## config.mk

```make
export PLATFORM = sky130hd
export DESIGN_NAME = vrs_cell
export DESIGN_NICKNAME = d
export VERILOG_FILES = /design/src/hdl/vrs_pkg.sv /design/src/hdl/vrs_cell.sv
export SDC_FILE = /design/constraint.sdc
export NUM_CORES = 1
export LEC_CHECK = 0
export BUFFER_PORTS_ARGS = -buffer_cell sky130_fd_sc_hd__buf_4
export CAP_MARGIN = 20
export CORE_AREA = 2 2 81 83
export DETAILED_ROUTE_END_ITERATION = 8
export DIE_AREA = 0 0 83 85
export GPL_TIMING_DRIVEN = 0
export PLACE_DENSITY = 0.76
export RECOVER_POWER = 25
export SLEW_MARGIN = 30
export SYNTH_ARGS = -nofsm -noshare
export SYNTH_HDL_FRONTEND = slang
export SYNTH_SLANG_ARGS = --single-unit
export TNS_END_PERCENT = 10
```

## constraint.sdc

```tcl
create_clock -name clk -period 2.65 [get_ports clk]
set_input_delay 0.265 -clock clk [delete_from_list [all_inputs] [get_ports clk]]
set_output_delay 0.265 -clock clk [all_outputs]
set_load 0.01 [all_outputs]
```

## src/hdl/vrs_pkg.sv

```systemverilog
// Shared types and constants for the value rank block.
`default_nettype none

package vrs_pkg;

  localparam int VALUE_W = 32;
  localparam int RANK_W  = 6;

  // One list element as it sits in a cell and moves along the chain.
  typedef struct packed {
    logic                      valid;
    logic signed [VALUE_W-1:0] value;
    logic [RANK_W-1:0]         idx;    // arrival position in the list
    logic [RANK_W-1:0]         rank;   // running rank count
  } entry_t;

  // Control broadcast to every cell.
  typedef struct packed {
    logic   shift;  // take the neighbor's entry this cycle
    logic   cmp;    // count the broadcast entry against the own entry
    entry_t bcast;  // entry at the tail of the chain
  } cell_ctl_t;

endpackage

`default_nettype wire

```

## src/hdl/vrs_cell.sv

```systemverilog
// One cell of the ranking chain: holds an element and counts the elements that rank below it.
`default_nettype none

module vrs_cell (
  input  wire                logic clk,
  input  wire                logic rst_n,
  input  vrs_pkg::cell_ctl_t ctl,
  input  vrs_pkg::entry_t    prev,
  output vrs_pkg::entry_t    pass
);
  import vrs_pkg::*;

  logic                      valid_r;
  logic signed [VALUE_W-1:0] value_r;
  logic [RANK_W-1:0]         idx_r;
  logic [RANK_W-1:0]         rank_r;
  logic                      inc;

  // Broadcast element ranks below ours: smaller, or equal and earlier.
  always_comb begin
    inc = 1'b0;
    if (ctl.cmp && ctl.bcast.valid && valid_r) begin
      if (ctl.bcast.value < value_r) begin
        inc = 1'b1;
      end else if (ctl.bcast.value == value_r && ctl.bcast.idx < idx_r) begin
        inc = 1'b1;
      end
    end
  end

  always_ff @(posedge clk) begin
    if (!rst_n) begin
      valid_r <= 1'b0;
    end else if (ctl.shift) begin
      valid_r <= prev.valid;
    end
  end

  always_ff @(posedge clk) begin
    if (ctl.shift) begin
      value_r <= prev.value;
      idx_r   <= prev.idx;
      rank_r  <= prev.rank;
    end
  end

  assign pass.valid = valid_r;
  assign pass.value = value_r;
  assign pass.idx   = idx_r;
  assign pass.rank  = rank_r + RANK_W'(inc);

endmodule

`default_nettype wire

```

==> metrics.yaml, run 1 <==
pwr:
  power.density_nw_per_um2: 476.9
  peakVddDrop_mv: 0.2997
  p_leak_uw: 0.001811
  power_uw: 1809
detailed_routing:
  vias_per_cell: 4.686
  first_pass_iters: 4
  wl_per_cell_um: 13.12
  route.detailed.drc: 0
  routed_wl_um: 5432
  drtAntennaViolNets: 0
  vias: 1940
  drt_iter0_drc: 39
clock_network:
  worstSkewPairLatency_ps: 290
  cts_tree: "yes"
  htree_levels: 2
  clock_sinks: 45
  path_clk_slew_ps: 80
  numCtsBuffers: 5
  holdBufCountCts: 0
  cts-root-buf: "clkbuf_8"
  clockBufferDepth: 2
synthesis:
  ys_warn_count: 0
  ys.flop_type: "edfxtp_1"
  synth.largest_area_cell: "edfxtp_1"
  ys_types: 33
  avgSynthCellArea_um2: 12.43
  ys_seq_elements: 45
  syn-num-nets: 328
  synth_area_um2: 2424
  synth.top_cells.by_count: "44 x edfxtp_1, 39 x ha_1, 39 x inv_1, 16 x a21oi_1, 10 x nand2_1"
  synth_top_area_share: 0.5452
  ys_seq_area_frac: 0.5534
  synth_edf_count: 44
  netlist_instances: 195
  ys_top_cells_by_area: "edfxtp_1 55%, ha_1 20%, inv_1 6.0%, a21oi_1 3.3%, nand2_1 1.5%"
  synth_most_common_cell: "edfxtp_1"
  async_reset_ff_frac: 0
global_routing:
  gr-total-overflow: 0
  globalRouteTotalUtil: 0.1613
  grt_pass1_wl_um: 8997
  grt_max_degree: 46
  grt_pass1_vias: 2027
  antenna_found_initial: 0
timing:
  hold_slack_ps: 145.7
  fin_crit_sh: 1.204
  rsz0062_at_grt: "true"
  fin_skew_ps: 0
  setup_viol_count_final: 6
  worst_slew_pin_slew_ps: 583.6
  timing.fmax_mhz: 313.4
  setup_slack_ps: -540.4
  relSlewSlack: 0.6109
  finalHoldViolations: 0
  drv_slew: 0
  min_period_ps: 3190
cells_and_area:
  area_growth_pct: 56.53
  num_antenna_cells: 0
  layout-drive-gt1-share: 0.4955
  nets: 469
  stdcell_count: 414
  final_area_um2: 3794
hold_path:
  hp-class: "in -> reg"
  hp-start: "prev[18]"
setup_path:
  r2r_slack_ps: 1980
  rr_startpoint: "valid_r"
  start_kind: "register"
  crit_start: "value_r[31]"
  crit_arrival_ps: 2930
  critPathKind: "reg -> out"
  cp_max_fo: 5
  required_ps: 2380
  cp-end-kind: "output port"
placed_design:
  gp_congestion: 0.7868
  placed_cell_area_um2: 3590
  port_buffers: 132
  place_inst: 404
  dp.final_hpwl_um: 4558
die:
  die-height_um: 85
  row_count: 29
  io_pins: 139
  die_w_um: 83
  core-area_um2: 6205
  start_util: 0.3906
  die-area_um2: 7055
run_status:
  violations: "negative setup slack"
  status: "finished with violations"
flow_run:
  maxCapViolations: 0
## registers in the layout, summed over array words and instances (netlist names)
name,count
value_r,32
idx_r,6
rank_r,6
valid_r,1
## metrics by stage
step / util / setup TNS, ps / setup WS (ps)
5_1_grt: 0.6114 / -3515 / -682.0
3_5_place_dp: 0.5785 / -1539 / -341.7
3_3_place_gp: 0.5785 / -1566 / -342.8
6_report: 0.6114 / -2707 / -540.4
2_1_floorplan: - / -70.94 / -37.27
4_1_cts: 0.6088 / -2915 / -577.9
## power breakdown
part	internal, uW	leakage, uW	switching, uW	total (uW)
Combinational	237	0.00132	182	420
Clock	283	0.0000554	229	512
Sequential	844	0.000439	33.0	878
Total	1360	0.00181	444	1810
## cell type report
class / instances / area, um2
multi-input combinational: 110 / 1077
timing repair buffer: 134 / 1013
inverter: 39 / 146.4
clock buffer: 6 / 72.57
tap: 77 / 96.34
clock inverter: 2 / 38.79
sequential: 45 / 1341
buffer: 1 / 7.507
fill: 533 / 2411
## logic make-up after synthesis
family,Yosys count,share of synthesized area
buffers and inverters,40,0.06350
AND/OR/NAND/NOR,35,0.08416
XOR/XNOR,4,0.01446
adder cells (fa/ha/maj),39,0.2013
AO/OA/AOI/OAI,31,0.07899
flip-flops,45,0.5534
multiplexers,1,0.004130
## what timing repair did
item	4_1_cts	5_1_grt
setup buffers	1	1
pin swaps	5	4
resized for setup	13	3
endpoints found under the setup margin	6	6
## worst max-delay path, stage by stage (launching register included)
cell and delay (ps):
edfxtp_1 370, inv_2 50, ha_4 300, nand4_4 130
nor4_4 370, nand2_2 80, o211ai_2 190, o21ai_1 80
or3_4 390, ha_4 180, ha_4 160, nand3_2 80
xnor2_2 100, buf_4 130
## layer usage
layer | wire, um | vias to the layer above | track usage
met5 | 0 | - | 0
met4 | 51 | 0 | 0.04024
met3 | 387 | 6 | 0.04767
met2 | 2829 | 87 | 0.2896
met1 | 2164 | 867 | 0.1902
li1 | - | 980 | -
## path summary, 6_finish.rpt
check | depth (start not counted) | to
max reg2reg | 2 | valid_r
min | 1 | value_r[6]
min reg2reg | 2 | valid_r
max | 13 | pass[4]
## layout by cell type (no fill, tap or decap), types with 2 or more instances in the layout
cell type,n
buf_4,101
inv_1,35
nand3_2,2
xnor2_2,2
nor2b_1,2
clkbuf_4,32
o21ai_0,4
buf_6,2
nand3_1,5
and4_1,2
nand4_1,3
inv_2,4
ha_1,33
edfxtp_1,44
a21oi_1,15
nand2_1,10
ha_4,6
nor2_1,3
clkbuf_8,5
o21ai_1,2
xor2_2,2
Note: power is estimated with default switching activity, not from simulation.
==> run 2, diff against run 1 <==
BUFFER_PORTS_ARGS = -buffer_cell sky130_fd_sc_hd__clkbuf_2   (was -buffer_cell sky130_fd_sc_hd__buf_4)
==> run 2 against run 1 <==
The flow still finishes with violations (negative setup slack); register-to-register slack improved by 20 ps; via count rose by 2.6%; power fell by 6.9%; sequential share of layout area rose by 2.4 points; wire length rose by 0.59%; clock power fell by 19%; global-route usage fell by 0.96 points; combinational power fell by 6.9%; largest power group unchanged.
==> metrics.yaml, run 2 (synthesis gave the netlist of run 1 again) <==
placed_design:
  dp.final_hpwl_um: 4411
  place_inst: 404
  gp_congestion: 0.7660
  port_buffers: 132
cells_and_area:
  stdcell_count: 420
  fin_util: 0.5731
  nets: 475
  top_regs: "value_r: 32 flops, idx_r: 6 flops, rank_r: 6 flops"
  top_register: "value_r"
  final_cell_mix: "127 x clkbuf_2, 44 x edfxtp_1, 35 x inv_1"
  num_antenna_cells: 0
  nFillCells: 553
  layout-drive-gt1-share: 0.5277
  area_growth_pct: 46.72
  multiInputGateArea_um2: 1142
  regArea_um2: 1341
  largest_reg_flops: 32
  layout_commonest_cell: "clkbuf_2"
pwr:
  power.density_nw_per_um2: 473.8
  power_uw: 1685
  p_leak_uw: 0.001754
  peakVddDrop_mv: 0.3473
global_routing:
  grt_pass1_wl_um: 8438
  gr-total-overflow: 0
  grt_pass1_vias: 1998
  met3_usage: 0.05058
  grt_max_degree: 46
  antenna_found_initial: 0
  use_met2: 0.2749
  grt.busiest_layer: "met2"
  met1_usage: 0.1681
  globalRouteTotalUtil: 0.1517
timing:
  min_period_ps: 3166
  fin_skew_ps: 0
  hold_slack_ps: 137.6
  rsz0062_at_grt: "true"
  setup_viol_count_final: 6
  setup_slack_ps: -516.4
  fin_tns_setup_ps: -2518
  relSlewSlack: 0.5807
  finalHoldViolations: 0
  worst_slew_pin_slew_ps: 629.0
  drv_slew: 0
  timing.fmax_mhz: 315.8
  fin_crit_sh: 1.195
run_status:
  violations: "negative setup slack"
  status: "finished with violations"
die:
  core-area_um2: 6205
  die-height_um: 85
  io_pins: 139
  start_util: 0.3906
  die-area_um2: 7055
  die_w_um: 83
  row_count: 29
detailed_routing:
  wl_per_cell_um: 13.01
  route.detailed.drc: 0
  drt_iter0_drc: 58
  drtAntennaViolNets: 0
  vias: 1990
  vias_per_cell: 4.738
  routed_wl_um: 5464
  first_pass_iters: 4
setup_path:
  r2r_slack_ps: 2000
  critPathKind: "reg -> out"
  crit_chain: "inv_1 > ha_4 > a21oi_1 > nand2_1 > a221oi_2 > o211ai_4 > nor3b_2 > or3_4 > ha_4 > ha_4 > nand3_2 > xnor2_2 > buf_2"
  cp_slowest_stage_delay_ps: 390
  start_kind: "register"
  crit_arrival_ps: 2900
  crit_slowest_cell: "edfxtp_1"
  required_ps: 2380
  crit_buf_inv: 2
  reg2regPathDepth: 2
  cp_top_family: "simple AND/OR/NAND/NOR gates"
  worstReg2RegEnd: "valid_r"
  rr_startpoint: "valid_r"
  cp-end-kind: "output port"
  cp_max_fo: 3
  cp_common_cell: "ha_4"
hold_path:
  hold_end: "value_r[5]"
  hp-start: "prev[17]"
  hp-class: "in -> reg"
  min_path_cells: 1
clock_network:
  numCtsBuffers: 5
  htree_levels: 2
  cts-root-buf: "clkbuf_8"
  path_clk_slew_ps: 90
  worstSkewPairLatency_ps: 290
  holdBufCountCts: 0
  clockBufferDepth: 2
  clock_sinks: 45
  cts_tree: "yes"
flow_run:
  maxCapViolations: 0
## run 2: changes by cell type in the layout (fill, tap and decap cells not counted), sizes merged
cell,previous run,this run
clkbuf,38,133
buf,103,13
clkinv,1,3
bufinv,1,0
## run 2: through the flow
step	worst slack [ps]	instance area (um2)
2_1_floorplan	-37.27	2502
4_1_cts	-604.5	3417
6_report	-516.4	3556
3_5_place_dp	-356.0	3262
3_3_place_gp	-357.0	3259
5_1_grt	-688.7	3556
## run 2: worst max path at each step
stage               slack [ps]        start  endpoint  depth (start not counted)
floorplan                  -40  value_r[27]   pass[4]                         12
global placement          -360  value_r[27]   pass[4]                         13
detailed placement        -360  value_r[25]   pass[4]                         13
CTS                       -600  value_r[30]   pass[4]                         13
global route              -690  value_r[31]   pass[4]                         13
finish                    -520  value_r[14]   pass[4]                         13
## run 2: power by group
group | total (uW) | internal, uW | switching [uW]
clock network | 416 | 183 | 234
logic | 391 | 197 | 194
registers | 877 | 845 | 32.8
total | 1680 | 1220 | 460
## run 2: area by class of cell
cell class                 instances  share of cell area
buffer                             1            0.002111
clock buffer                       5             0.01935
clock inverter                     3            0.004926
inverter                          39             0.04117
multi-input combinational        110              0.3213
sequential                        45              0.3772
tap                               77             0.02709
timing repair buffer             140              0.2069
## run 2: layer usage
metal / routed length (um) / vias up
li1: - / 991
met1: 2240 / 903
met2: 2733 / 87
met3: 409 / 9
met4: 80 / 0
met5: 0 / -
## run 2: what timing repair did
item,CTS,global route
pin swaps,6,13
setup endpoints to repair,6,6
gates resized for setup,10,20
endpoints found under the hold margin,0,0
buffers inserted,1,7
